===== config.mk =====
export PLATFORM = sky130hd
export DESIGN_NAME = fcw_ctrl
export DESIGN_NICKNAME = d
export VERILOG_FILES = /design/src/design/fcw_pkg.sv /design/src/design/fcw_ctrl.sv
export SDC_FILE = /design/constraint.sdc
export NUM_CORES = 1
export LEC_CHECK = 0
export ABC_AREA = 1
export BUFFER_PORTS_ARGS = -buffer_cell sky130_fd_sc_hd__clkbuf_2
export CAP_MARGIN = 10
export CORE_AREA = 2 2 39 41
export DETAILED_ROUTE_END_ITERATION = 8
export DIE_AREA = 0 0 41 43
export PLACE_DENSITY = 0.59
export SLEW_MARGIN = 15
export SYNTH_ARGS = -nofsm -noshare
export SYNTH_HDL_FRONTEND = slang
export SYNTH_SLANG_ARGS = --single-unit

===== constraint.sdc =====
create_clock -name clk -period 2 [get_ports clk]
set_input_delay 0.4 -clock clk [delete_from_list [all_inputs] [get_ports clk]]
set_output_delay 0.4 -clock clk [all_outputs]
set_load 0.05 [all_outputs]

===== src/design/fcw_pkg.sv =====
// ----------------------------------------------------------------------------
// fcw_pkg
// Shared widths, codes and control types of the FAT12 cluster chain walker.
// ----------------------------------------------------------------------------
package fcw_pkg;

    // field widths
    localparam int CLUSTER_W    = 12;
    localparam int IDX_W        = 13;
    localparam int BYTE_W       = 8;
    localparam int SECTOR_W     = 32;
    localparam int BOFF_W       = 48;
    localparam int TOTAL_W      = 32;
    localparam int BPS_W        = 16;
    localparam int SPC_W        = 8;
    localparam int FATN_W       = 8;
    localparam int HALF_W       = 16;

    // configuration port
    localparam int CFG_W        = 32;
    localparam int CFG_IDX_W    = 3;

    localparam logic [CFG_IDX_W-1:0] CFG_HIDDEN   = 3'd0;
    localparam logic [CFG_IDX_W-1:0] CFG_RESERVED = 3'd1;
    localparam logic [CFG_IDX_W-1:0] CFG_FATN     = 3'd2;
    localparam logic [CFG_IDX_W-1:0] CFG_FATSZ    = 3'd3;
    localparam logic [CFG_IDX_W-1:0] CFG_ROOTN    = 3'd4;
    localparam logic [CFG_IDX_W-1:0] CFG_BPS      = 3'd5;
    localparam logic [CFG_IDX_W-1:0] CFG_SPC      = 3'd6;

    localparam logic [SECTOR_W-1:0] RST_HIDDEN   = 32'd0;
    localparam logic [HALF_W-1:0]   RST_RESERVED = 16'd1;
    localparam logic [FATN_W-1:0]   RST_FATN     = 8'd2;
    localparam logic [HALF_W-1:0]   RST_FATSZ    = 16'd9;
    localparam logic [HALF_W-1:0]   RST_ROOTN    = 16'd224;
    localparam logic [BPS_W-1:0]    RST_BPS      = 16'd512;
    localparam logic [SPC_W-1:0]    RST_SPC      = 8'd1;

    // input action codes
    localparam logic ACT_LOAD = 1'b0;
    localparam logic ACT_WALK = 1'b1;

    // chain constants
    localparam logic [CLUSTER_W-1:0] END_LIMIT          = 12'hFEF;
    localparam logic [SECTOR_W-1:0]  FIRST_DATA_CLUSTER = 32'd2;
    localparam int                   ROOT_ENTRY_SHIFT   = 5;
    localparam int                   ROOT_BYTES_W       = HALF_W + ROOT_ENTRY_SHIFT;

    // table index wrapping works on chunks of the smallest table size
    localparam int CHUNK_W = 9;
    localparam int CHUNKS  = 1 << (IDX_W - CHUNK_W);

    // parameter defaults
    localparam int TABLE_BYTES_DEF = 8192;
    localparam int MAX_CHAIN_DEF   = 64;

    typedef struct packed {
        logic load_wr;
        logic walk_start;
        logic base_load;
        logic read_en;
        logic calc_en;
    } fcw_cmd_t;

    typedef struct packed {
        logic div_done;
        logic s2_free;
        logic stop;
    } fcw_status_t;

endpackage


===== src/design/fcw_ctrl.sv =====
// ----------------------------------------------------------------------------
// fcw_ctrl
// Sequencer for table loads and chain walks.
// ----------------------------------------------------------------------------
module fcw_ctrl (
    input  logic                clk,
    input  logic                rst_n,
    input  logic                req_valid,
    input  logic                req_action,
    output logic                req_ready,
    input  fcw_pkg::fcw_status_t status,
    output fcw_pkg::fcw_cmd_t    cmd
);
    import fcw_pkg::*;

    typedef enum logic [4:0] {
        ST_IDLE = 5'b00001,
        ST_DIV  = 5'b00010,
        ST_BASE = 5'b00100,
        ST_READ = 5'b01000,
        ST_CALC = 5'b10000
    } state_t;

    state_t state_reg, state_next;

    always_comb
    begin
        state_next = state_reg;
        cmd        = '0;
        req_ready  = 1'b0;
        case (state_reg)
            ST_IDLE:
            begin
                req_ready = 1'b1;
                if (req_valid)
                begin
                    if (req_action == ACT_WALK)
                    begin
                        cmd.walk_start = 1'b1;
                        state_next     = ST_DIV;
                    end
                    else
                    begin
                        cmd.load_wr = 1'b1;
                    end
                end
            end
            ST_DIV:
            begin
                if (status.div_done)
                begin
                    state_next = ST_BASE;
                end
            end
            ST_BASE:
            begin
                cmd.base_load = 1'b1;
                state_next    = ST_READ;
            end
            ST_READ:
            begin
                cmd.read_en = 1'b1;
                state_next  = ST_CALC;
            end
            ST_CALC:
            begin
                // hold until the result stage can take this step
                if (status.s2_free)
                begin
                    cmd.calc_en = 1'b1;
                    state_next  = status.stop ? ST_IDLE : ST_READ;
                end
            end
            default:
            begin
                state_next = ST_IDLE;
            end
        endcase
    end

    always_ff @(posedge clk or negedge rst_n)
    begin
        if (!rst_n)
        begin
            state_reg <= ST_IDLE;
        end
        else
        begin
            state_reg <= state_next;
        end
    end

endmodule


==> summary.txt <==
Status
  – Outcome: finished, final reports clean

Clocking
  – CTS buffer count: 3
  – Clk root buf: clkbuf_4
  – Clk sinks: 5
  – Worst skew pair latency: 0.24 ns
  – Clk buf depth: 2
  – Gates resized, CTS repair: 0
  – Htree depth: 1
  – CTS tree: yes
  – Worst-path clk slew: 0.04 ns

Logic synthesis
  – Mapped cell area: 373 um^2
  – Area leader, netlist: dfrtp_1
  – Count leader, synth: nand2_1
  – Top_reg_cell synth: dfrtp_1
  – Top cells by count, synth: nand2_1, nor2_1, inv_1, dfrtp_1
  – Number of synthesized flops with an enable pin: 0
  – Top cell type's share of synthesized area: 0.268
  – Synth Instances: 50
  – Sequential share of the synthesized area: 0.339
  – Ys async rst share: 1.00
  – Top cells by area, synth: dfrtp_1, nand2_1, nor2_1
  – Syn_nets: 57
  – Synth cell types: 17
  – Synth Register Bits: 5
  – Ys Warns: 0
  – Syn Area/Cell: 7.46 um^2

Cells and area
  – # diodes: 0
  – Layout Cells excl Fill: 83
  – Largest register FFs: 5
  – Fillcell total: 150
  – Ratio of cells with drive above 1 in the final layout: 0.448
  – P&R area growth vs syn: 32.6%
  – Final net count: 75
  – Final instance area: 494 um^2

Run
  – Max Cap Violations: 0

Setup path
  – RR Endpoint: state_reg[0]
  – Register-to-Register Path Depth: 8
  – Worst EP required: 1.60 ns
  – Crit-path cells: nand2_1 -> nor2_8 -> inv_1 -> nor2_2 -> clkbuf_2
  – Reg-to-reg slack, setup: 0.81 ns
  – Crit. End Element: output pin
  – Critical Path Slowest Stage Cell: dfstp_2
  – Startpoint Class: flip-flop
  – Worst R2R Start: state_reg[2]
  – Worst EP arrival: 1.48 ns
  – Critical path class: flip-flop to output pin
  – CP Max Fanout: 5
  – Critical Path Max Stage Delay: 0.54 ns

Min path
  – Hold path start: status[2]
  – Hold path cells: 4
  – Worst Hold End: state_reg[1]
  – Hold Path Class: input port to flip-flop

STA
  – Max-slew violation count: 0
  – Post-layout minimum cycle time: 1.88 ns
  – RSZ-0062 raised after global routing: no
  – Clock Skew: 0.00291 ns
  – Max-Slew Margin vs Limit: 0.817
  – Fin. Hold Viols: 0
  – Peak Freq: 531 MHz
  – Slew @ Worst Pin: 0.276 ns
  – Tcrit/Tclk final: 0.941
  – Final number of setup-violating endpoints: 0
  – Setup_tns: 0 ns

Route
  – Final WL: 642 um
  – Iteration count of the initial detailed-routing pass: 3
  – Drt via density: 4.17
  – Vias: 346
  – DR WL/cell: 7.73 um
  – Number of DRC markers in iteration 0: 4
  – Residual DRC: 0
  – Antenna Violating Nets Remaining: 0

Power
  – Peak supply drop: 0.000763 V
  – P_leak: 0.278 nW
  – PwrDens: 1290 nW/um^2

Placement
  – Number of port buffers: 12
  – Detailed placer's ending HPWL: 561 um
  – Placer congestion estimate: 0.716
  – Cell count after placement: 78
  – Cell area after placement: 458 um^2

Floorplanning
  – Io pins: 13
  – Die W: 41 um
  – Site row count: 14
  – Die Ht: 43 um
  – Core area: 1380 um^2
  – Die area: 1760 um^2
  – Initial Util: 0.269

Global routing
  – Vias in the first global route: 251
  – Number of antenna violations at the first check in global routing: 0
  – Grt total ovfl: 0
  – Largest net degree at the start of global routing: 6
  – Gr usage total: 0.0969
  – First-pass GRT wire length: 979 um
## report_power, final
group	internal, W	switching [W]	total (W)
logic	0.000116	0.000254	0.000370
registers	0.000132	0.0000179	0.000150
clock network	0.0000754	0.0000403	0.000116
## cells in the final DEF, fill, tap and decap left out, drive strengths merged
master,n
or2,1
o21ai,1
dlygate4sd3,1
dfstp,1
nor3,1
nand2,14
nand3,3
nand4,1
inv,9
nor2,15
dfrtp,4
clkbuf,16
## layer usage
layer,GRT usage,wire length (um)
met4,0.0600,18
met2,0.119,257
met5,0,0
met3,0.0942,71
met1,0.101,294
## metrics by stage
step                utilization  power, W  hold WS (ns)  setup WS (ns)
floorplan                     -  0.000465         0.104          0.152
global placement          0.331  0.000524         0.220          0.371
detailed placement        0.331  0.000526         0.221          0.364
CTS                       0.357  0.000647         0.434         0.0972
global route              0.357  0.000689         0.430         0.0155
finish                    0.357  0.000635         0.435          0.118
## cell families after synthesis
group	share of synthesized area
and+or+nand+nor	0.557
buffers and inverters	0.0906
DFF	0.339
AOI/OAI and AO/OA	0.0134
## layout make-up
type	count	area [um^2]	area share
Inverter	9	33.8	0.0684
Multi-Input combinational cell	36	218	0.441
Timing Repair Buffer	13	70.1	0.142
Clock buffer	4	26.3	0.0532
Sequential cell	5	126	0.256
Tap cell	16	20.0	0.0405
## worst max-delay path: cells and delay by family (launching register included)
family | cells | cell delay, ns
flops | 1 | 0.54
buf+inv | 2 | 0.34
simple gates | 3 | 0.35
## worst max-delay path by stage
stage              to          from  slack [ns]
2_1_floorplan  cmd[3]  state_reg[0]        0.15
3_3_place_gp   cmd[3]  state_reg[0]        0.37
3_5_place_dp   cmd[4]  state_reg[0]        0.36
4_1_cts        cmd[4]  state_reg[0]         0.1
5_1_grt        cmd[3]  state_reg[0]        0.02
6_report       cmd[3]  state_reg[0]        0.12
## timing repair
item | CTS | global route
hold endpoints to repair | 4 | 0
setup buffers | 0 | 0
hold buffers | 1 | 0
setup endpoints to repair | 0 | 0
Power figures use the tool's default switching activity.
